`config.mk`:
```
export PLATFORM = sky130hd
export DESIGN_NAME = smx_tally
export DESIGN_NICKNAME = d
export VERILOG_FILES = /design/src/smx_pkg.sv /design/src/smx_tally.sv
export SDC_FILE = /design/constraint.sdc
export NUM_CORES = 1
export LEC_CHECK = 0
export ABC_AREA = 1
export ABC_CLOCK_PERIOD_IN_PS = 6750
export BUFFER_PORTS_ARGS = -buffer_cell sky130_fd_sc_hd__buf_2
export CORE_MARGIN = 3
export CORE_UTILIZATION = 50
export CTS_BUF_LIST = sky130_fd_sc_hd__clkbuf_8
export DETAILED_ROUTE_END_ITERATION = 8
export PLACE_DENSITY_LB_ADDON = 0.1
export REMOVE_ABC_BUFFERS = 1
export SYNTH_ARGS = -nofsm -noshare
export SYNTH_HDL_FRONTEND = slang
export SYNTH_SLANG_ARGS = --single-unit
```
`constraint.sdc`:
```
create_clock -name clk -period 6.75 [get_ports clk]
set_input_delay 0.675 -clock clk [delete_from_list [all_inputs] [get_ports clk]]
set_output_delay 0.675 -clock clk [all_outputs]
set_load 0.01 [all_outputs]
```
`src/smx_pkg.sv`:
```
// shared widths, constants, exp table and struct types for the classifier
// no dependencies
package smx_pkg;

    localparam int LOGIT_INPUTS    = 5;
    localparam int NUM_CLASSES_DEF = 5;
    localparam int LOGIT_W         = 16;
    localparam int CNT_W           = 3;
    localparam int CLASS_W         = 3;
    localparam int CONF_W          = 14;
    localparam int HITS_W          = 32;
    localparam int CSUM_W          = 48;
    localparam int EXP_W           = 17;
    localparam int SUM_W           = 19;
    localparam int REM_W           = SUM_W + 1;
    localparam int FRAC_W          = 8;
    localparam int SHIFT_W         = 9;
    localparam int PROD_W          = 33;
    localparam int DIV_STEPS       = CONF_W;
    localparam int NUM_W           = EXP_W + CONF_W;

    localparam logic [EXP_W-1:0]   LOG2E_Q16     = 17'd94548;
    localparam logic [EXP_W-1:0]   ONE_Q16       = 17'd65536;
    localparam logic [CONF_W-1:0]  CONF_SCALE    = 14'd10000;
    localparam logic [SHIFT_W-1:0] EXP_MAX_SHIFT = 9'd16;
    localparam logic [HITS_W-1:0]  HITS_MAX      = '1;
    localparam logic [CSUM_W-1:0]  CSUM_MAX      = '1;

    // 2^-(2^-(k+1)) in q16
    function automatic logic [15:0] exp_frac(input logic [2:0] k);
        logic [15:0] c;
        case (k)
            3'd0:    c = 16'd46341;
            3'd1:    c = 16'd55109;
            3'd2:    c = 16'd60097;
            3'd3:    c = 16'd62757;
            3'd4:    c = 16'd64132;
            3'd5:    c = 16'd64830;
            3'd6:    c = 16'd65182;
            default: c = 16'd65359;
        endcase
        return c;
    endfunction

    typedef struct packed {
        logic [CLASS_W-1:0] best;
        logic [CONF_W-1:0]  conf;
    } smx_pred_t;

    typedef struct packed {
        logic [CLASS_W-1:0] best_class;
        logic [CONF_W-1:0]  confidence;
        logic [HITS_W-1:0]  class_hits;
        logic [CSUM_W-1:0]  class_conf_total;
        logic [HITS_W-1:0]  total_hits;
        logic [CLASS_W-1:0] leading_class;
    } smx_result_t;

endpackage

```
`src/smx_tally.sv`:
```
// per-class hit and confidence tallies, running total, majority scan
// depends on smx_pkg
module smx_tally #(
    parameter int NUM_CLASSES = smx_pkg::NUM_CLASSES_DEF
) (
    input  logic                 clk,
    input  logic                 rst_n,
    input  logic                 start,
    input  smx_pkg::smx_pred_t   pred,
    input  logic                 out_free,
    output logic                 done,
    output smx_pkg::smx_result_t res
);
    import smx_pkg::*;

    typedef enum logic [1:0] {T_IDLE, T_UPD, T_SCAN, T_HOLD} tally_state_t;

    localparam int IW = $clog2(NUM_CLASSES);

    tally_state_t      state_reg, state_next;
    logic [HITS_W-1:0] hits_reg [NUM_CLASSES];
    logic [HITS_W-1:0] hits_next [NUM_CLASSES];
    logic [CSUM_W-1:0] csum_reg [NUM_CLASSES];
    logic [CSUM_W-1:0] csum_next [NUM_CLASSES];
    logic [HITS_W-1:0] total_reg, total_next;
    smx_pred_t         pred_reg, pred_next;
    logic [IW-1:0]     scan_reg, scan_next;
    logic [HITS_W-1:0] maxv_reg, maxv_next;
    logic [IW-1:0]     major_reg, major_next;
    logic [HITS_W-1:0] hout_reg, hout_next;
    logic [CSUM_W-1:0] cout_reg, cout_next;
    logic              done_reg, done_next;
    logic [IW-1:0]     rd_idx;
    logic [HITS_W-1:0] rd_hits;
    logic [CSUM_W-1:0] rd_csum;
    logic [CSUM_W:0]   csum_add;
    logic [HITS_W-1:0] hits_inc;
    logic [CSUM_W-1:0] csum_sat;

    assign rd_idx   = (state_reg == T_UPD) ? IW'(pred_reg.best) : scan_reg;
    assign rd_hits  = hits_reg[rd_idx];
    assign rd_csum  = csum_reg[rd_idx];
    assign csum_add = (CSUM_W + 1)'(rd_csum) + (CSUM_W + 1)'(pred_reg.conf);
    assign csum_sat = csum_add[CSUM_W] ? CSUM_MAX : csum_add[CSUM_W-1:0];
    assign hits_inc = (rd_hits == HITS_MAX) ? rd_hits : rd_hits + 1'b1;

    always_comb
    begin
        state_next = state_reg;
        hits_next  = hits_reg;
        csum_next  = csum_reg;
        total_next = total_reg;
        pred_next  = pred_reg;
        scan_next  = scan_reg;
        maxv_next  = maxv_reg;
        major_next = major_reg;
        hout_next  = hout_reg;
        cout_next  = cout_reg;
        done_next  = 1'b0;
        case (state_reg)
            T_IDLE:
            begin
                if (start)
                begin
                    pred_next  = pred;
                    state_next = T_UPD;
                end
            end
            T_UPD:
            begin
                hits_next[rd_idx] = hits_inc;
                csum_next[rd_idx] = csum_sat;
                hout_next         = hits_inc;
                cout_next         = csum_sat;
                total_next        = (total_reg == HITS_MAX) ? total_reg : total_reg + 1'b1;
                scan_next         = '0;
                state_next        = T_SCAN;
            end
            T_SCAN:
            begin
                if (scan_reg == '0 || rd_hits > maxv_reg)
                begin
                    maxv_next  = rd_hits;
                    major_next = scan_reg;
                end
                if (scan_reg == IW'(NUM_CLASSES - 1))
                begin
                    state_next = T_HOLD;
                end
                else
                begin
                    scan_next = scan_reg + 1'b1;
                end
            end
            T_HOLD:
            begin
                if (out_free)
                begin
                    done_next  = 1'b1;
                    state_next = T_IDLE;
                end
            end
            default:
            begin
                state_next = T_IDLE;
            end
        endcase
    end

    always_ff @(posedge clk or negedge rst_n)
    begin
        if (!rst_n)
        begin
            state_reg <= T_IDLE;
            for (int i = 0; i < NUM_CLASSES; i++)
            begin
                hits_reg[i] <= '0;
                csum_reg[i] <= '0;
            end
            total_reg <= '0;
            pred_reg  <= '0;
            scan_reg  <= '0;
            maxv_reg  <= '0;
            major_reg <= '0;
            hout_reg  <= '0;
            cout_reg  <= '0;
            done_reg  <= 1'b0;
        end
        else
        begin
            state_reg <= state_next;
            hits_reg  <= hits_next;
            csum_reg  <= csum_next;
            total_reg <= total_next;
            pred_reg  <= pred_next;
            scan_reg  <= scan_next;
            maxv_reg  <= maxv_next;
            major_reg <= major_next;
            hout_reg  <= hout_next;
            cout_reg  <= cout_next;
            done_reg  <= done_next;
        end
    end

    assign done                 = done_reg;
    assign res.best_class       = pred_reg.best;
    assign res.confidence       = pred_reg.conf;
    assign res.class_hits       = hout_reg;
    assign res.class_conf_total = cout_reg;
    assign res.total_hits       = total_reg;
    assign res.leading_class    = CLASS_W'(major_reg);

endmodule

```
Word-level counts from Yosys, hierarchy flattened
Index checks and enable logic that the tools add are counted.
{ "totals": {"regBits": 570, "inputBits": 21, "latchBits": 0, "memories": 0, "mem_bits_rw": 0, "wordCells": 72, "romBits": 0, "output_inout_bits": 133} }
{ "op_classes": {"magnitude_cmp": 3, "n_mux": 23, "shift": 0, "reduce_logical": 10, "n_eq_ne": 10, "div": 0, "mul": 0, "add_sub_neg": 4, "bitwise_logic": 2} }
{ "op_table": {"columns": ["cell", "n"], "rows": [
  ["bitwise mux 240 bit", 1],
  ["2-to-1 mux 48 bit", 4],
  ["bitwise mux 160 bit", 1],
  ["binary-select mux 48 bit (select 3 bit)", 1],
  ["demux 48 bit (select 3 bit)", 1],
  ["2-to-1 mux 32 bit", 4],
  ["binary-select mux 32 bit (select 3 bit)", 1],
  ["demux 32 bit (select 3 bit)", 1],
  ["adder 32 x 1 -> 32 bit, second input constant", 2],
  ["== test 32 bit, second input constant", 2],
  ["adder 48 x 14 -> 49 bit", 1],
  ["> comparator 32 bit", 1],
  ["inequality test 2 bit, second input constant", 4],
  ["one-hot mux 2 bit (4 select lines)", 1],
  ["AND reduction 2 bit", 4],
  ["2-to-1 mux 2 bit", 3],
  ["2-to-1 mux 3 bit", 2],
  ["one-hot mux 3 bit (2 select lines)", 1],
  ["== test 2 bit, second input constant", 2],
  [">= comparator 4 bit, second input constant", 1],
  ["less-than comparator 4 x 1 -> 1 bit, second input constant", 1],
  ["inverter 3 -> 4 bit", 1],
  ["adder 3 x 1 -> 3 bit, second input constant", 1],
  ["== test 3 bit, second input constant", 1],
  ["9 further kinds", 10]
]} }

Logic depth before layout (Yosys ltp)
{ "logic_depth": {"ltp_word": 9, "depth_mapped": 31, "mapped_depth_nobuf": 27} }

Worst setup path after synthesis
No wires, ideal clock.
{ "synth_timing": {"kind": "register to register", "start": "register state_reg[1]", "end": "register csum_reg[52] (netlist name)", "arrival_ps": 4635, "n_path_buf": 7, "stages_incl_launch_ff": 29, "setup_ps": 83, "synth_period_minus_slack_ps": 4718, "required_ps": 6667, "setup_slack_ps": 2032, "path_cell_list": "dfrtp_1 inv_1 ha_1 buf_6 inv_4 nand2_4 nand2_4 buf_6 buf_4 buf_2 buf_2 buf_1 a21oi_1 a211oi_1 ha_1 inv_1 fa_1 o21ai_0 a21oi_1 o21ai_0 nand2_1 inv_2 nand3_1 nor2_4 nand3_4 buf_2 nand2_1 nand2_1 o21ai_0"} }
{ "synth_via": {"elab_chain_len": 9, "elab_cells_between_ends": 14, "cone_classes": "1 x add/sub; 2 x order compare; 1 x eq/ne; 8 x mux; 1 x bitwise; 1 x reduce/logical"} }
{ "synth_rtl": {"columns": ["item", "line_no", "rtl"], "rows": [
  ["from (decl)", "smx_tally.sv:20", "tally_state_t state_reg, state_next;"],
  ["from (signal assigned)", "smx_tally.sv:131", "state_reg <= state_next;"],
  ["== test 2 x 1 -> 1 bit *", "smx_tally.sv:40, smx_tally.sv:60", null],
  ["2-to-1 mux 3 bit", "smx_tally.sv:40", "assign rd_idx = (state_reg == T_UPD) ? IW'(pred_reg.best) : scan_reg;"],
  ["inverter 3 -> 4 bit (implied by the code)", "smx_tally.sv:42, smx_tally.sv:72", null],
  ["binary-select mux 48 bit (select 3 bit)", "smx_tally.sv:42", "assign rd_csum = csum_reg[rd_idx];"],
  ["2-to-1 mux 48 bit (implied by the code) (2 in series)", "smx_tally.sv:42", null],
  ["adder 48 x 14 -> 49 bit", "smx_tally.sv:43", "assign csum_add = (CSUM_W + 1)'(rd_csum) + (CSUM_W + 1)'(pred_reg.conf);"],
  ["2-to-1 mux 48 bit", "smx_tally.sv:44", "assign csum_sat = csum_add[CSUM_W] ? CSUM_MAX : csum_add[CSUM_W-1:0];"],
  ["bitwise mux 240 bit", "smx_tally.sv:72", "csum_next[rd_idx] = csum_sat;"],
  ["to (signal assigned)", "smx_tally.sv:133", "csum_reg <= csum_next;"],
  ["to (decl)", "smx_tally.sv:23", "logic [CSUM_W-1:0] csum_reg [NUM_CLASSES];"]
]} }
Mark *: on every way between the ends. The rest lies on a longest branch, timed or not. The select of a mux whose other input is x is not followed.
A chain may end at the register's enable or synchronous reset.

Worst setup path in the final report
{ "layout_timing": {"start": "register state_reg[1]", "end": "register csum_reg[61] (netlist name)"} }
The elaborated chain is that of the path after synthesis.

==> parameters.txt <==
Parameter                              Value

Outcome
  Status    complete, but fails checks
  Violated checks    hold timing

Final layout
  Count of nets after finishing    approximately 4,300
  Post-Layout Cell Count    around 5,000
  Syn-to-layout area delta    11.1%
  Number of fillers in the final layout    5,824
  Flip-flop count of the largest register, all copies and words added    240
  Proportion of layout cells with a drive suffix above 1    10.9%

Die
  Io pins    154
  Placeable core region    ~0.059 mm2
  Initial core utilization    roughly half
  Die Width    around 250 um
  Die footprint    roughly 0.063 mm2
  Cell Rows    just under 90
  Die span in y    251 um

Yosys
  Library cell with the largest summed area after synthesis    sky130_fd_sc_hd__dfrtp_1
  Warning count from the yosys run    0
  Mean Syn Cell Area    approximately 7.4 um2
  Number of distinct library cells after synthesis    48
  Cell count after synthesis    roughly 4,100
  Count of state elements after synthesis    570
  Sequential-to-total area share from yosys stat    between 40% and 50%
  Primary FF master, synth    sky130_fd_sc_hd__dfrtp_1
  Synth Cell Area    about 0.03 mm2
  Post-synthesis async set-or-reset flop share    100%
  Top cell type's share of synthesized area    47.5%
  Cell types occupying the most area after synthesis    sky130_fd_sc_hd__dfrtp_1, sky130_fd_sc_hd__nand2_1, sky130_fd_sc_hd__nand3_1, sky130_fd_sc_hd__nor2_1, sky130_fd_sc_hd__inv_1
  Post-synth EDFFs    0

Critical path
  Critical register-to-register path endpoint    csum_reg[61]
  R2R depth    24
  R2R Path Start    state_reg[1]
  Worst Path Max Fanout    72
  Data arrival at the endpoint of the critical path    about 6.7 ns
  Critical Path Source Type    register
  Kind of critical path    register to register
  Required time worst endpoint    between 7 and 8 ns
  Kind of end point of the critical path    register
  Worst reg2reg setup slack    roughly 0.69 ns

Route
  Average via count per standard cell    around 5.3
  # DRC    0
  First-iteration detailed-routing DRC count    2,155
  Routed wire length    90,200 um
  Number of nets still failing antenna checks after routing    0
  Vias after detailed routing    approximately 27,000
  First-pass DRT Iterations    8
  Average detailed-routed wire length per instance    about 18 um

Clock network
  Clock-pin slew on the worst setup and hold paths    approximately 0.06 ns
  Inserted Clock Buffers    98
  Hold bufs inserted after CTS    0
  Clock sink count    570
  Clk Latency, worst-skew pair    about 0.71 ns
  H-Tree Depth    3
  Clock tree from TritonCTS    yes
  Root buffer selected by CTS    sky130_fd_sc_hd__clkbuf_8
  Number of buffers between clock root and the deepest sink    3

Timing
  Minimum clock period    6.06 ns
  Final setup violation count    0
  Final number of max-transition violations    0
  Tightest slew margin relative to the limit    a little under a third
  Clock Skew    0.0267 ns
  Final hold vios    2
  F_max    ~0.16 GHz
  RSZ-0062 raised after global routing    no
  Transition time at the pin with the least slew margin    1.04 ns
  Minimum hold slack    -0.00742 ns
  Final setup margin    0.687 ns
  Setup tns final    0 ns
  Tcrit/Tclk final    about 90%

Global route
  Met2 track utilization from global routing    between 40% and 50%
  First-pass GRT wire length    between 100,000 and 150,000 um
  Gr ovfl total    0
  Global Route Usage Sum    just under 30%
  Maximum number of pins on one net before global-route repair    roughly 170
  Via count of the first global-routing pass    between 20,000 and 30,000
  Met3 Track Usage GR    about 4.4%
  Routing layer with the top usage in global route    met2
  Number of antenna violations at the first check in global routing    1
  Global routing met1 resource utilization    between 30% and 40%

Place
  Placer Congestion    roughly 0.93
  Pre-CTS WS    roughly 0.54 ns
  Number of port buffers    around 150
  Placed Instances    between 4,000 and 5,000
  HPWL after detailed placement    between 50,000 and 60,000 um

Run
  Number of max-capacitance violations reported    0

Worst hold path
  Type of the tightest min-delay check    primary input to asynchronous set/reset pin
-- cells in the mapped netlist, types with 2 or more instances --
library cell and n:
sky130_fd_sc_hd__nand2_1 1902, sky130_fd_sc_hd__dfrtp_1 570, sky130_fd_sc_hd__nand3_1 319, sky130_fd_sc_hd__nor2_1 274, sky130_fd_sc_hd__inv_1 254, sky130_fd_sc_hd__clkbuf_1 114, sky130_fd_sc_hd__o21ai_0 106, sky130_fd_sc_hd__a21oi_1 68
sky130_fd_sc_hd__ha_1 55, sky130_fd_sc_hd__nand3_2 48, sky130_fd_sc_hd__a31oi_1 41, sky130_fd_sc_hd__buf_2 36, sky130_fd_sc_hd__xor2_1 32, sky130_fd_sc_hd__nand4_1 29, sky130_fd_sc_hd__buf_1 21, sky130_fd_sc_hd__o21ai_1 21
sky130_fd_sc_hd__o211ai_1 19, sky130_fd_sc_hd__nand3b_1 18, sky130_fd_sc_hd__xnor2_1 18, sky130_fd_sc_hd__buf_4 17, sky130_fd_sc_hd__nor2_2 16, sky130_fd_sc_hd__mux2_2 14, sky130_fd_sc_hd__nor3_1 14, sky130_fd_sc_hd__a211oi_1 12
sky130_fd_sc_hd__buf_6 11, sky130_fd_sc_hd__inv_2 10, sky130_fd_sc_hd__nand2_2 6, sky130_fd_sc_hd__nand2_4 4, sky130_fd_sc_hd__nor4_1 4, sky130_fd_sc_hd__nor2_4 3, sky130_fd_sc_hd__nor3b_1 3, sky130_fd_sc_hd__or2_2 3
sky130_fd_sc_hd__a21o_1 2, sky130_fd_sc_hd__nor3_2 2, sky130_fd_sc_hd__o21a_1 2, sky130_fd_sc_hd__o22ai_1 2
-- cell families (layout without fill, tap and decap cells) --
kind of cell,count (synthesis),in the layout,share of synthesized area (%)
compound gates,279,279,5.20
xor+xnor,50,50,1.46
fa+ha+maj,56,56,2.36
buf+inv,466,643,6.47
flops,570,570,47.5
mux,14,14,0.525
other cells,0,1,0
simple gates,2647,2647,36.5
-- worst max path at each step --
stage	start	to	slack (ns)
3_5_place_dp	state_reg[1]	csum_reg[61]	0.54
3_3_place_gp	state_reg[1]	csum_reg[61]	0.73
6_report	state_reg[1]	csum_reg[61]	0.69
4_1_cts	state_reg[1]	csum_reg[61]	0.53
5_1_grt	state_reg[1]	csum_reg[61]	0.15
2_1_floorplan	state_reg[1]	hits_reg[56]	-6.87
-- metal layers --
| metal | vias up | routed length (um) |
|---|---|---|
| li1 | 13000 | - |
| met1 | 12600 | 40100 |
| met2 | 839 | 42100 |
| met3 | 206 | 5260 |
| met4 | 0 | 2760 |
| met5 | - | 0 |
-- cell usage in the layout, fill, tap and decap left out, drive strengths merged, types with 14 or more instances in the layout --
cell       n
clkinv    16
xor2      32
inv      299
nand4     29
o211ai    20
a31oi     41
nand3b    18
ha        55
nand3    368
dfrtp    570
o21ai    128
xnor2     18
clkbuf   130
nor3      17
nand2   1912
a21oi     68
buf      192
nor2     293
mux2      14
-- critical path, cell delays in order, from the launching register on --
cell	delay [ns]
sky130_fd_sc_hd__dfrtp_1	0.40
sky130_fd_sc_hd__inv_1	0.14
sky130_fd_sc_hd__ha_4	0.37
sky130_fd_sc_hd__inv_4	0.20
sky130_fd_sc_hd__nand2_1	0.15
sky130_fd_sc_hd__nand2_4	0.18
sky130_fd_sc_hd__nor2_4	0.32
sky130_fd_sc_hd__buf_12	0.40
sky130_fd_sc_hd__o21ai_0	0.18
sky130_fd_sc_hd__a21oi_1	0.14
sky130_fd_sc_hd__a211oi_1	0.07
sky130_fd_sc_hd__ha_1	0.37
sky130_fd_sc_hd__nand2_1	0.06
sky130_fd_sc_hd__o21ai_0	0.37
sky130_fd_sc_hd__a21oi_1	0.23
sky130_fd_sc_hd__o21ai_1	0.33
sky130_fd_sc_hd__nand2_1	0.20
sky130_fd_sc_hd__inv_2	0.10
sky130_fd_sc_hd__nand3_1	0.18
sky130_fd_sc_hd__nor2_4	0.21
sky130_fd_sc_hd__nand3_4	0.46
sky130_fd_sc_hd__buf_12	0.40
sky130_fd_sc_hd__nand2_1	0.19
sky130_fd_sc_hd__nand2_1	0.06
sky130_fd_sc_hd__o21ai_0	0.10
-- cell type report --
cell class | instances | area (um2) | share of cell area [%]
Multi-Input combinational cell | 3046 | 13900 | 41.6
Antenna cell | 1 | 2.50 | 0.00750
Sequential cell | 570 | 14300 | 42.7
Tap cell | 773 | 967 | 2.90
Timing Repair Buffer | 192 | 1160 | 3.46
Clock buffer | 130 | 1790 | 5.36
Inverter | 267 | 1010 | 3.02
Clock inverter | 54 | 299 | 0.896
-- what timing repair did --
action                                  4_1_cts  5_1_grt
buffers inserted                              0        0
endpoints found under the setup margin        0        4
gates resized for setup                       0        1
-- metrics by stage --
step	hold slack [ns]	util [%]	instance area, um2
5_1_grt	0.0221	56.3	33400
6_report	-0.00742	56.3	33400
2_1_floorplan	0.379	-	29100
4_1_cts	0.00265	56.3	33400
3_5_place_dp	0.458	52.8	31300
3_3_place_gp	0.453	52.8	31300
Power is not shown: default switching activity piles up to over one toggle a cycle in this logic, so the estimate is an artifact.
