$ cat config.mk
export PLATFORM = sky130hd
export DESIGN_NAME = smx_lane
export DESIGN_NICKNAME = d
export VERILOG_FILES = /design/src/smx_pkg.sv /design/src/smx_lane.sv
export SDC_FILE = /design/constraint.sdc
export NUM_CORES = 1
export LEC_CHECK = 0
export CAP_MARGIN = 10
export CORE_MARGIN = 8
export CORE_UTILIZATION = 45
export DETAILED_ROUTE_END_ITERATION = 16
export DONT_BUFFER_PORTS = 1
export GPL_ROUTABILITY_DRIVEN = 0
export PLACE_DENSITY = 0.66
export SLEW_MARGIN = 0
export SYNTH_ARGS = -nofsm -noshare
export SYNTH_HDL_FRONTEND = slang
export SYNTH_SLANG_ARGS = --single-unit
$ cat constraint.sdc
create_clock -name clk -period 8.76 [get_ports clk]
set_input_delay 0.876 -clock clk [delete_from_list [all_inputs] [get_ports clk]]
set_output_delay 0.876 -clock clk [all_outputs]
set_load 0.05 [all_outputs]
$ cat src/smx_pkg.sv
// shared widths, constants, exp table and struct types for the classifier
// no dependencies
package smx_pkg;

    localparam int LOGIT_INPUTS    = 5;
    localparam int NUM_CLASSES_DEF = 5;
    localparam int LOGIT_W         = 16;
    localparam int CNT_W           = 3;
    localparam int CLASS_W         = 3;
    localparam int CONF_W          = 14;
    localparam int HITS_W          = 32;
    localparam int CSUM_W          = 48;
    localparam int EXP_W           = 17;
    localparam int SUM_W           = 19;
    localparam int REM_W           = SUM_W + 1;
    localparam int FRAC_W          = 8;
    localparam int SHIFT_W         = 9;
    localparam int PROD_W          = 33;
    localparam int DIV_STEPS       = CONF_W;
    localparam int NUM_W           = EXP_W + CONF_W;

    localparam logic [EXP_W-1:0]   LOG2E_Q16     = 17'd94548;
    localparam logic [EXP_W-1:0]   ONE_Q16       = 17'd65536;
    localparam logic [CONF_W-1:0]  CONF_SCALE    = 14'd10000;
    localparam logic [SHIFT_W-1:0] EXP_MAX_SHIFT = 9'd16;
    localparam logic [HITS_W-1:0]  HITS_MAX      = '1;
    localparam logic [CSUM_W-1:0]  CSUM_MAX      = '1;

    // 2^-(2^-(k+1)) in q16
    function automatic logic [15:0] exp_frac(input logic [2:0] k);
        logic [15:0] c;
        case (k)
            3'd0:    c = 16'd46341;
            3'd1:    c = 16'd55109;
            3'd2:    c = 16'd60097;
            3'd3:    c = 16'd62757;
            3'd4:    c = 16'd64132;
            3'd5:    c = 16'd64830;
            3'd6:    c = 16'd65182;
            default: c = 16'd65359;
        endcase
        return c;
    endfunction

    typedef struct packed {
        logic [CLASS_W-1:0] best;
        logic [CONF_W-1:0]  conf;
    } smx_pred_t;

    typedef struct packed {
        logic [CLASS_W-1:0] best_class;
        logic [CONF_W-1:0]  confidence;
        logic [HITS_W-1:0]  class_hits;
        logic [CSUM_W-1:0]  class_conf_total;
        logic [HITS_W-1:0]  total_hits;
        logic [CLASS_W-1:0] leading_class;
    } smx_result_t;

endpackage

$ cat src/smx_lane.sv
// one exp lane: exp(-d/256) in q16, one fraction bit per cycle
// depends on smx_pkg
module smx_lane (
    input  logic                         clk,
    input  logic                         rst_n,
    input  logic                         start,
    input  logic [smx_pkg::LOGIT_W-1:0]  diff,
    output logic [smx_pkg::EXP_W-1:0]    e,
    output logic                         done
);
    import smx_pkg::*;

    typedef enum logic [1:0] {L_IDLE, L_ITER, L_SHIFT} lane_state_t;

    lane_state_t        state_reg, state_next;
    logic [2:0]         k_reg, k_next;
    logic [SHIFT_W-1:0] n_reg, n_next;
    logic [FRAC_W-1:0]  f_reg, f_next;
    logic [EXP_W-1:0]   v_reg, v_next;
    logic [EXP_W-1:0]   e_reg, e_next;
    logic               done_reg, done_next;
    logic [PROD_W-1:0]  t_full;
    logic [PROD_W-1:0]  mul;

    assign t_full = PROD_W'(diff) * PROD_W'(LOG2E_Q16);
    assign mul    = PROD_W'(v_reg) * PROD_W'(exp_frac(k_reg));

    always_comb
    begin
        state_next = state_reg;
        k_next     = k_reg;
        n_next     = n_reg;
        f_next     = f_reg;
        v_next     = v_reg;
        e_next     = e_reg;
        done_next  = 1'b0;
        case (state_reg)
            L_IDLE:
            begin
                if (start)
                begin
                    n_next     = t_full[PROD_W-1:24];
                    f_next     = t_full[23:16];
                    v_next     = ONE_Q16;
                    k_next     = '0;
                    state_next = L_ITER;
                end
            end
            L_ITER:
            begin
                if (f_reg[FRAC_W-1])
                begin
                    v_next = mul[PROD_W-1:16];
                end
                f_next = f_reg << 1;
                k_next = k_reg + 3'd1;
                if (k_reg == 3'(FRAC_W - 1))
                begin
                    state_next = L_SHIFT;
                end
            end
            L_SHIFT:
            begin
                e_next     = (n_reg > EXP_MAX_SHIFT) ? '0 : (v_reg >> n_reg[4:0]);
                done_next  = 1'b1;
                state_next = L_IDLE;
            end
            default:
            begin
                state_next = L_IDLE;
            end
        endcase
    end

    always_ff @(posedge clk or negedge rst_n)
    begin
        if (!rst_n)
        begin
            state_reg <= L_IDLE;
            k_reg     <= '0;
            n_reg     <= '0;
            f_reg     <= '0;
            v_reg     <= '0;
            e_reg     <= '0;
            done_reg  <= 1'b0;
        end
        else
        begin
            state_reg <= state_next;
            k_reg     <= k_next;
            n_reg     <= n_next;
            f_reg     <= f_next;
            v_reg     <= v_next;
            e_reg     <= e_next;
            done_reg  <= done_next;
        end
    end

    assign e    = e_reg;
    assign done = done_reg;

endmodule

Word-level counts from Yosys, hierarchy flattened
Index checks and enable logic that the tools add are counted.
{"block": "totals", "ff_bits": 57, "latchBits": 0, "ramBits": 0, "mem_bits_ro": 0, "in_bits": 19, "out_inout_bits": 18, "wordCells": 44, "n_memories": 0}
{"block": "op_classes", "add_sub_neg": 1, "mul": 2, "div": 0, "n_lt_le_gt_ge": 1, "eq_ne": 12, "shifts": 1, "n_mux": 13, "bitwise_logic": 0, "reduce_logical": 7}
{"operator": "one-hot mux 15 bit (7 select lines)", "n": 1}
{"operator": "two-way mux 17 bit", "n": 3}
{"operator": "one-hot mux 17 bit (2 select lines)", "n": 1}
{"operator": "multiplier 17 x 16 -> 33 bit", "n": 1}
{"operator": "multiplier 16 x 15 -> 31 bit (second input constant)", "n": 1}
{"operator": ">> shifter 17 x 5 -> 17 bit", "n": 1}
{"operator": "one-hot mux 8 bit (2 select lines)", "n": 1}
{"operator": "equality test 3 bit (second input constant)", "n": 4}
{"operator": "greater-than comparator 9 x 5 -> 1 bit (second input constant)", "n": 1}
{"operator": "two-way mux 8 bit", "n": 1}
{"operator": "equality test 3 x 2 -> 1 bit (second input constant)", "n": 2}
{"operator": "inequality test 2 bit (second input constant)", "n": 3}
{"operator": "one-hot mux 3 bit (2 select lines)", "n": 1}
{"operator": "AND reduction 2 bit", "n": 3}
{"operator": "two-way mux 2 bit", "n": 2}
{"operator": "one-hot mux 2 bit (2 select lines)", "n": 1}
{"operator": "adder 3 x 1 -> 3 bit (second input constant)", "n": 1}
{"operator": "equality test 3 x 1 -> 1 bit (second input constant)", "n": 1}
{"operator": "zero test 3 bit", "n": 1}
{"operator": "two-way mux 3 bit", "n": 1}
{"operator": "AND reduction 3 bit", "n": 1}
{"operator": "equality test 2 x 1 -> 1 bit (second input constant)", "n": 1}
{"operator": "equality test 2 bit (second input constant)", "n": 1}
{"operator": "zero test 2 bit", "n": 1}
{"operator": "other kinds (2)", "n": 2}

Depth between registers and ports, before layout
Gate-level depths: netlist of the first run.
{"block": "depth", "word_depth": 5, "depth_mapped": 31, "mapped_depth_nobuf": 29}

Worst setup path after synthesis of the first run
No wires, ideal clock.
{"block": "synth_path", "path_kind": "register to register", "start": "register k_reg[0]", "end": "register v_reg[9]", "arrival_time_ps": 7030, "path_slack_ps": 1661, "path_stages_with_launch": 27, "period_less_slack_ps": 7099, "cell_sequence": "dfrtp_1 > ha_1 > ha_1 > or4_1 > buf_2 > nand2_1 > clkbuf_1 > nand2_1 > fa_1 > fa_1 > inv_1 > fa_1 > fa_1 > fa_1 > inv_1 > fa_1 > inv_1 > ha_1 > a21o_1 > a21oi_1 > o21ai_0 > o211ai_1 > nand3_1 > a21o_1 > a21o_1 > or4_1 > nand3_1"}
{"block": "synth_between", "elab_chain_len": 5, "word_cells_on_any_way": 11, "classes_between": "mul (1); eq/ne (6); mux (3); reduce/logical (1)"}
{"element": "start, declared", "line": "smx_lane.sv:16", "text": "logic [2:0] k_reg, k_next;"}
{"element": "start signal, assigned", "line": "smx_lane.sv:90", "text": "k_reg <= k_next;"}
{"element": "equality test 3 bit (tied with other cells)", "line": "smx_pkg.sv:32", "text": "case (k)"}
{"element": "one-hot mux 15 bit (7 select lines) (*)", "line": "smx_pkg.sv:32"}
{"element": "multiplier 17 x 16 -> 33 bit (*)", "line": "smx_lane.sv:26", "text": "assign mul = PROD_W'(v_reg) * PROD_W'(exp_frac(k_reg));"}
{"element": "two-way mux 17 bit (*)", "line": "smx_lane.sv:51", "text": "if (f_reg[FRAC_W-1])"}
{"element": "one-hot mux 17 bit (2 select lines) (*)", "line": "smx_lane.sv:37", "text": "case (state_reg)"}
{"element": "end signal, assigned", "line": "smx_lane.sv:93", "text": "v_reg <= v_next;"}
{"element": "end, declared", "line": "smx_lane.sv:19", "text": "logic [EXP_W-1:0] v_reg, v_next;"}
Mark *: on every way between the ends. The rest lies on a longest branch, timed or not. The select of a mux whose other input is x is not followed.
A chain may end at the register's enable or synchronous reset.

Worst setup path in the final report of the first run
Ends and elaborated chain as after synthesis.

==> results of run 1 <==
-- metrics by stage --
| step | std cells | instance area [um^2] |
|---|---|---|
| 2_1_floorplan | 1637 | 15100 |
| 3_3_place_gp | 2037 | 15500 |
| 3_5_place_dp | 2037 | 15500 |
| 4_1_cts | 2053 | 15800 |
| 5_1_grt | 2053 | 15800 |
| 6_report | 2053 | 15800 |
-- final cells by class --
cell class,instances,area (um^2),share of cell area (%)
well taps,448,561,3.54
multi-input cells,1130,12000,76.0
clock inverters,6,41.3,0.261
repair buffers,6,45.0,0.285
clock buffers,10,239,1.51
inverters,396,1490,9.40
flip-flops and latches,57,1430,9.02
-- worst register-to-register path, delay by kind of cell (launching register included) --
kind	cells	cell delay (ns)
flops	1	0.42
fa+ha+maj	8	3.60
compound gates	5	1.49
buf+inv	6	0.43
simple gates	7	1.98
-- logic make-up after synthesis --
group,after synthesis,synth area share [%]
buf+inv,450,11.2
xor+xnor,33,1.91
compound gates,195,8.27
flops,57,9.42
mux,21,1.74
simple gates,364,11.1
fa+ha+maj,517,56.4
-- per-layer routing --
layer  up-vias  part of all wire [%]  track usage [%]
li1       5022                     -                -
met4         0                   3.6             7.47
met5         -                     0                0
met2       292                    47             32.5
met1      5420                    44             25.4
met3        87                   5.5             3.17
-- worst max-delay path by stage --
stage                                       to  slack, ns  cells past startpoint
after floorplan           v_reg[9]$_DFFE_PN0P_       1.66                     26
after global placement    v_reg[9]$_DFFE_PN0P_       1.07                     26
after detailed placement  v_reg[9]$_DFFE_PN0P_       0.88                     26
after CTS                 v_reg[9]$_DFFE_PN0P_       0.85                     26
after global routing      v_reg[9]$_DFFE_PN0P_       0.52                     26
final                     v_reg[9]$_DFFE_PN0P_       0.77                     26
-- cell usage in the layout, fill, tap and decap left out, types with 6 or more instances in the layout --
master	n
a211oi_1	13
a21o_1	17
a21oi_1	41
a22o_1	10
and2_1	58
and3_1	7
buf_4	6
clkbuf_16	9
dfrtp_1	57
fa_1	276
ha_1	241
inv_1	394
mux2i_1	15
nand2_1	202
nand2b_1	10
nand3_1	8
nor2_1	41
nor3_1	12
o21a_1	6
o21ai_0	50
o21ai_1	7
o22ai_1	18
xnor2_1	21
xor2_1	12
==> results.cfg, run 1 <==
[route]
routedWlPerCell_um = 17.9
ant_nets = 0
drt-total-wl_mm = 36.8
vias_per_cell = 5.27
drc_errors = 0
drt_first_pass_iters = 5
vias = 10821
drt_iter0_markers = 622

[placement]
dp_slack_ns = 0.877
port-buffer-count = 0
dp_hpwl_mm = 30.6

[worst_setup_path]
cp_max_fo = 15
r2r_end = v_reg[9]$_DFFE_PN0P_
crit_slowest_cell = o21ai_1
critPathTopFamily = adder cells
cpPeakStageDelay_ns = 0.64
rr_startpoint = k_reg[0]$_DFFE_PN0P_
cp-start-kind = register
r2r_setup_slack_ns = 0.77
setup.worst_path.end_class = register
ff2ff_path_depth = 26
crit_arrival_ns = 8.27
cp-startpoint = k_reg[0]$_DFFE_PN0P_
path_class = reg2reg
worstPathRequired_ns = 9.04
cp_num_buf_inv = 6

[clock_tree]
cts_resized = 0
cts-root-buf = clkbuf_16
ctsHoldBuffers = 0
numCtsBuffers = 9
clk_pin_slew_ns = 0.07
cts_tree = yes
cts_setup_buffers = 0
h-tree-depth = 3
clock-sinks = 57
clk_latency_ns = 0.35
cts_buffer_depth = 2

[sta]
setup_viol = 0
slew-limit-headroom_pct = 25.7
final_max_slew_viol_count = 0
setup_ws_ns = 0.768
hold_viol = 0
worst_slew_pin_slew_ns = 1.11
grt_setup_unrepaired = false
final.period_utilization_pct = 91.2
setup_tns_ns = 0
period_minus_slack_ns = 7.99
fmax_mhz = 125
skew_ns = 0.0126
holdWs_ns = 0.222

[synth]
synth_area_leaders = fa_1 37%, ha_1 20%, inv_1 9.8%, dfrtp_1 9.4%, nand2_1 5.0%
syn-num-nets = 2173
synth_seq_cells = 57
seq_area_frac_synth_pct = 9.42
ys.flop_type = dfrtp_1
synth_cells = 1637
yosysWarnings = 0
syn-cell-area_um2 = 15100
synth.top_cell.area_share_pct = 36.5
ys_top_cells_by_count = 394 x inv_1, 276 x fa_1, 241 x ha_1
async_reset_ff_share_pct = 100
yosysUniqueCellTypes = 57
synth_edf_count = 0
synth_area_per_cell_um2 = 9.25
yosysMostFrequentCell = inv_1
post-synth-top-area-cell = fa_1

[min_path]
hp-class = in2async

[layout]
syn2layout_area_growth_pct = 4.50
layout-drive-gt1-share_pct = 2.43
fin_nets = 2136
diodes = 0
final_util_pct = 47.4
fillers = 3197

[flow_run]
drv_cap = 0

[global_routing]
antenna_found_initial = 0
overflow = 0
grt_pass1_wl_mm = 61.5
grt_pass1_vias = 11783
global_route.usage.total_pct = 19.6
grt_max_degree = 58

[floorplan]
rows = 67
num_io_pins = 37
fp.dieH_um = 199
die_area_um2 = 39800
core_area_um2 = 33400
initial_core_util_pct = 45.4
die_w_um = 199

[status]
status = finished, final reports clean
Power of run 1 is not shown: default switching activity piles up to over one toggle a cycle in this logic, so the estimate is an artifact.
==> inputs of run 2 (changes only) <==
- CORE_MARGIN: 8 -> 5
==> run 2 against run 1 <==
Worst setup slack better by 0.18 ns. Utilization about the same. Hold slack worse by 0.0048 ns. Maximum frequency up 2.3%. Die area down 5.9%. Design area about the same. Critical path type unchanged. Critical endpoint unchanged.
==> results.cfg, run 2 (synthesis results as in run 1) <==
[layout]
fin_nets = 2134
layout-drive-gt1-share_pct = 2.31
most-common-layout-cells = 394 x inv_1, 276 x fa_1, 241 x ha_1
fillers = 3239
syn2layout_area_growth_pct = 4.41
final_common_cell = inv_1
diodes = 0

[sta]
period_minus_slack_ns = 7.81
skew_ns = 0.0134
final.period_utilization_pct = 89.2
worst_slew_pin_slew_ns = 1.02
fmax_mhz = 128
slew-limit-headroom_pct = 32.0
setup_viol = 0
grt_setup_unrepaired = false
hold_viol = 0
final_max_slew_viol_count = 0
setup_tns_ns = 0

[worst_setup_path]
cp-startpoint = k_reg[2]$_DFFE_PN0P_
crit_arrival_ns = 8.10
crit_slowest_cell = or4_1
cp_num_buf_inv = 3
setup.worst_path.end_class = register
cp_max_fo = 18
rr_startpoint = k_reg[2]$_DFFE_PN0P_
critPathTopFamily = adder cells
cp-start-kind = register
cp_cell_sequence = inv_1 -> ha_1 -> a21o_1 -> or4_1 -> and2_1 -> fa_1 -> inv_1 -> fa_1 -> inv_1 -> fa_1 -> fa_1 -> fa_1 -> fa_1 -> ha_1 -> o21a_1 -> nor2_1 -> nor4b_1 -> o21ai_1 -> nand3_1 -> a21o_1 -> a21o_1 -> or4_1 -> nand3_1
cpPeakStageDelay_ns = 0.90
path_class = reg2reg
cp_common_cell = fa_1
worstPathRequired_ns = 9.05

[status]
status = finished, final reports clean

[route]
vias = 10797
drc_errors = 0
vias_per_cell = 5.26
drt-total-wl_mm = 36.1
drt_first_pass_iters = 6
drt_iter0_markers = 602
ant_nets = 0
routedWlPerCell_um = 17.6

[clock_tree]
ctsHoldBuffers = 0
cts_buffer_depth = 2
h-tree-depth = 3
cts-root-buf = clkbuf_16
clock-sinks = 57
numCtsBuffers = 9
cts_setup_buffers = 0
cts_tree = yes
cts_resized = 0
clk_latency_ns = 0.35
clk_pin_slew_ns = 0.07

[floorplan]
initial_core_util_pct = 45.4
core_area_um2 = 33400
die_area_um2 = 37400
die_w_um = 193
rows = 67
num_io_pins = 37
fp.dieH_um = 193

[global_routing]
grt_max_degree = 58
grt_pass1_wl_mm = 60.1
antenna_found_initial = 0
grt_pass1_vias = 11561
global_route.usage.total_pct = 19.7
overflow = 0

[min_path]
hp-class = in2async

[placement]
port-buffer-count = 0
dp_hpwl_mm = 30.2

[flow_run]
drv_cap = 0
-- run 2: changes by cell type in the layout (fill, tap and decap cells not counted), sizes merged --
cell,change
buf,-2
clkinv,+1
clkinvlp,-1
-- run 2: metal layers --
metal	part of all wire [%]	GRT usage, %	vias to the layer above
met2	48	33.2	276
met4	3.3	6.19	0
li1	-	-	5041
met5	0	0	-
met3	5.2	2.73	72
met1	44	26.6	5408
-- run 2: cell type report --
type / instances / area (um^2) / area share [%]
repair buffers: 4 / 30.0 / 0.190
well taps: 448 / 561 / 3.55
clock buffers: 10 / 239 / 1.51
flip-flops and latches: 57 / 1430 / 9.03
multi-input cells: 1130 / 12000 / 76.1
clock inverters: 6 / 42.5 / 0.269
inverters: 396 / 1490 / 9.41
-- run 2: worst paths after layout --
kind                                         to  slack [ns]  depth (start not counted)
setup / recovery           v_reg[9]$_DFFE_PN0P_        0.95                         23
hold / removal             f_reg[7]$_DFFE_PN0P_        0.22                          0
setup reg to reg           v_reg[9]$_DFFE_PN0P_        0.95                         23
hold reg to reg            n_reg[6]$_DFFE_PN0P_        0.47                          2
max in group asynchronous  v_reg[1]$_DFFE_PN0P_        8.43                          0
min in group clk           n_reg[6]$_DFFE_PN0P_        0.47                          2
-- run 2: per-stage QoR --
step	hold slack, ns	instances	worst slack (ns)	cell area [um^2]	utilization, %
after floorplan	0.442	1637	1.66	15100	-
after global placement	0.457	2035	1.19	15500	46.5
after detailed placement	0.466	2035	1.01	15500	46.5
after CTS	0.207	2051	1.03	15800	47.4
after global routing	0.208	2051	0.655	15800	47.4
final	0.217	2051	0.950	15800	47.4
Power of run 2 is left out for the same reason.
==> inputs of run 3 (changes only) <==
- PLACE_DENSITY: 0.66 -> 0.68
- REMOVE_ABC_BUFFERS: default -> 1
- clock period: 8.76 -> 6.9 ns (I/O delays scaled with it)
==> run 3 against run 2 <==
Sequential share of layout area decreased by 0.56 points. Critical endpoint is now v_reg[16]$_DFFE_PN0P_. Largest cell class unchanged. Global-route usage increased by 1.1 points. Sequential cell count stayed put. Clock skew is 0.0016 ns lower. Register-to-register slack got worse by 0.87 ns. Via count grew 4.9%. Critical path depth rose by 4. Hold slack lost 0.17 ns. Worst setup slack lost 0.87 ns. Maximum frequency rose by 15%. Clock-buffer cell count rose by 1. Non-clock buffer count rose by 87.
==> results.cfg, run 3 (synthesis results as in run 1) <==
[floorplan]
die_w_um = 193
fp.dieH_um = 193
rows = 67
die_area_um2 = 37400
initial_core_util_pct = 45.4
num_io_pins = 37
core_area_um2 = 33400

[sta]
final.period_utilization_pct = 98.8
hold_viol = 0
setup_viol = 0
skew_ns = 0.0118
period_minus_slack_ns = 6.82
grt_setup_unrepaired = true
worst_slew_pin_slew_ns = 0.955
final_max_slew_viol_count = 0
slew-limit-headroom_pct = 36.3
fmax_mhz = 147

[layout]
fin_nets = 2221
fillers = 3059
syn2layout_area_growth_pct = 11.3
layout-drive-gt1-share_pct = 10.9
regArea_um2 = 1430
most-common-layout-cells = 383 x inv_1, 269 x fa_1, 232 x ha_1
multi_input_area_um2 = 12300
diodes = 0
final_common_cell = inv_1
final_area_um2 = 16900

[placement]
dp_hpwl_mm = 32.3
place_area_um2 = 16200
port-buffer-count = 0

[global_routing]
overflow = 0
antenna_found_initial = 0
global_route.usage.total_pct = 20.8
grt_pass1_wl_mm = 63.3
grt_pass1_vias = 12062
grt_max_degree = 58

[clock_tree]
numCtsBuffers = 9
cts-root-buf = clkbuf_16
cts_buffer_depth = 2
cts_tree = yes
clk_pin_slew_ns = 0.05
clk_latency_ns = 0.35
h-tree-depth = 3
clock-sinks = 57

[route]
vias = 11328
drt-total-wl_mm = 38.2
vias_per_cell = 5.30
drt_iter0_markers = 752
ant_nets = 0
drc_errors = 0
drt_first_pass_iters = 5
routedWlPerCell_um = 17.9

[worst_setup_path]
crit_arrival_ns = 7.07
cp_max_fo = 8
cp-start-kind = register
worstPathRequired_ns = 7.16
path_class = reg2reg
setup.worst_path.end_class = register

[flow_run]
drv_cap = 0

[status]
status = finished, final reports clean

[min_path]
hp-class = in2async
[run 3: cell types whose count changed in the layout (fill, tap and decap cells not counted), moves of 5 or more]
cell	previous run	this run
ha_1	241	232
nand2_2	0	7
o21ai_2	0	5
inv_2	0	11
fa_2	0	7
fa_1	276	269
inv_1	394	383
nand2_1	202	194
buf_4	4	83
o21ai_0	50	41
ha_4	0	7
[run 3: worst max-delay path, cell delays in order (launching register included)]
cell and delay, ns:
dfrtp_1 0.37, buf_4 0.15, inv_1 0.09, ha_2 0.30, nor2_4 0.07, nor2_1 0.10
a21oi_1 0.09, or2_4 0.33, and2_1 0.22, nand2b_1 0.20, fa_1 0.49, inv_1 0.05
fa_1 0.47, inv_1 0.05, fa_1 0.49, fa_2 0.44, fa_1 0.51, fa_2 0.47
ha_4 0.30, o21a_1 0.18, nor2_4 0.06, nor4b_2 0.30, o21ai_2 0.15, a21oi_4 0.27
o21ai_4 0.11, a31oi_2 0.17, xnor2_1 0.14, a2bb2oi_1 0.16
[run 3: layout make-up]
type                    instances  area share [%]
inverters                     396            8.82
repair buffers                 91            4.41
flip-flops and latches         57            8.46
multi-input cells            1130            73.1
clock inverters                 5           0.468
clock buffers                  11            1.44
well taps                     448            3.33
[run 3: final timing paths]
kind                                       from               endpoint  slack, ns  depth (start not counted)
max in group asynchronous                 rst_n   n_reg[5]$_DFFE_PN0P_       6.70                          0
min in group clk           n_reg[6]$_DFFE_PN0P_   n_reg[6]$_DFFE_PN0P_       0.48                          2
max reg2reg                k_reg[1]$_DFFE_PN0P_  v_reg[16]$_DFFE_PN0P_       0.08                         27
max                        k_reg[1]$_DFFE_PN0P_  v_reg[16]$_DFFE_PN0P_       0.08                         27
min reg2reg                n_reg[6]$_DFFE_PN0P_   n_reg[6]$_DFFE_PN0P_       0.48                          2
min                                       rst_n  v_reg[15]$_DFFE_PN0P_       0.05                          0
[run 3: timing repair]
| action | in CTS | in global routing |
|---|---|---|
| pin swaps | 11 | 49 |
| buffers inserted | 3 | 4 |
| endpoints found under the setup margin | 9 | 16 |
| resized for setup | 19 | 67 |
| hold buffers | 0 | 0 |
[run 3: stage by stage]
stage               worst slack [ns]  utilization [%]  instances  TNS (ns)  hold slack, ns
CTS                          -0.0344             49.7       2134   -0.0563          0.0359
global route                  -0.161             50.5       2138    -0.748          0.0345
detailed placement            -0.169             48.4       2115    -0.897           0.402
finish                        0.0841             50.5       2138         0          0.0509
global placement             -0.0762             48.4       2115    -0.161           0.401
floorplan                    -0.0744                -       1583   -0.0744           0.394
[run 3: layer usage]
metal / part of all wire [%] / wire length (um) / GRT usage (%)
met1: 42 / 16200 / 28.3
met2: 48 / 18300 / 34.6
met3: 7.1 / 2720 / 3.43
met4: 2.7 / 1010 / 5.95
met5: 0 / 0 / 0
Power of run 3 is left out for the same reason.
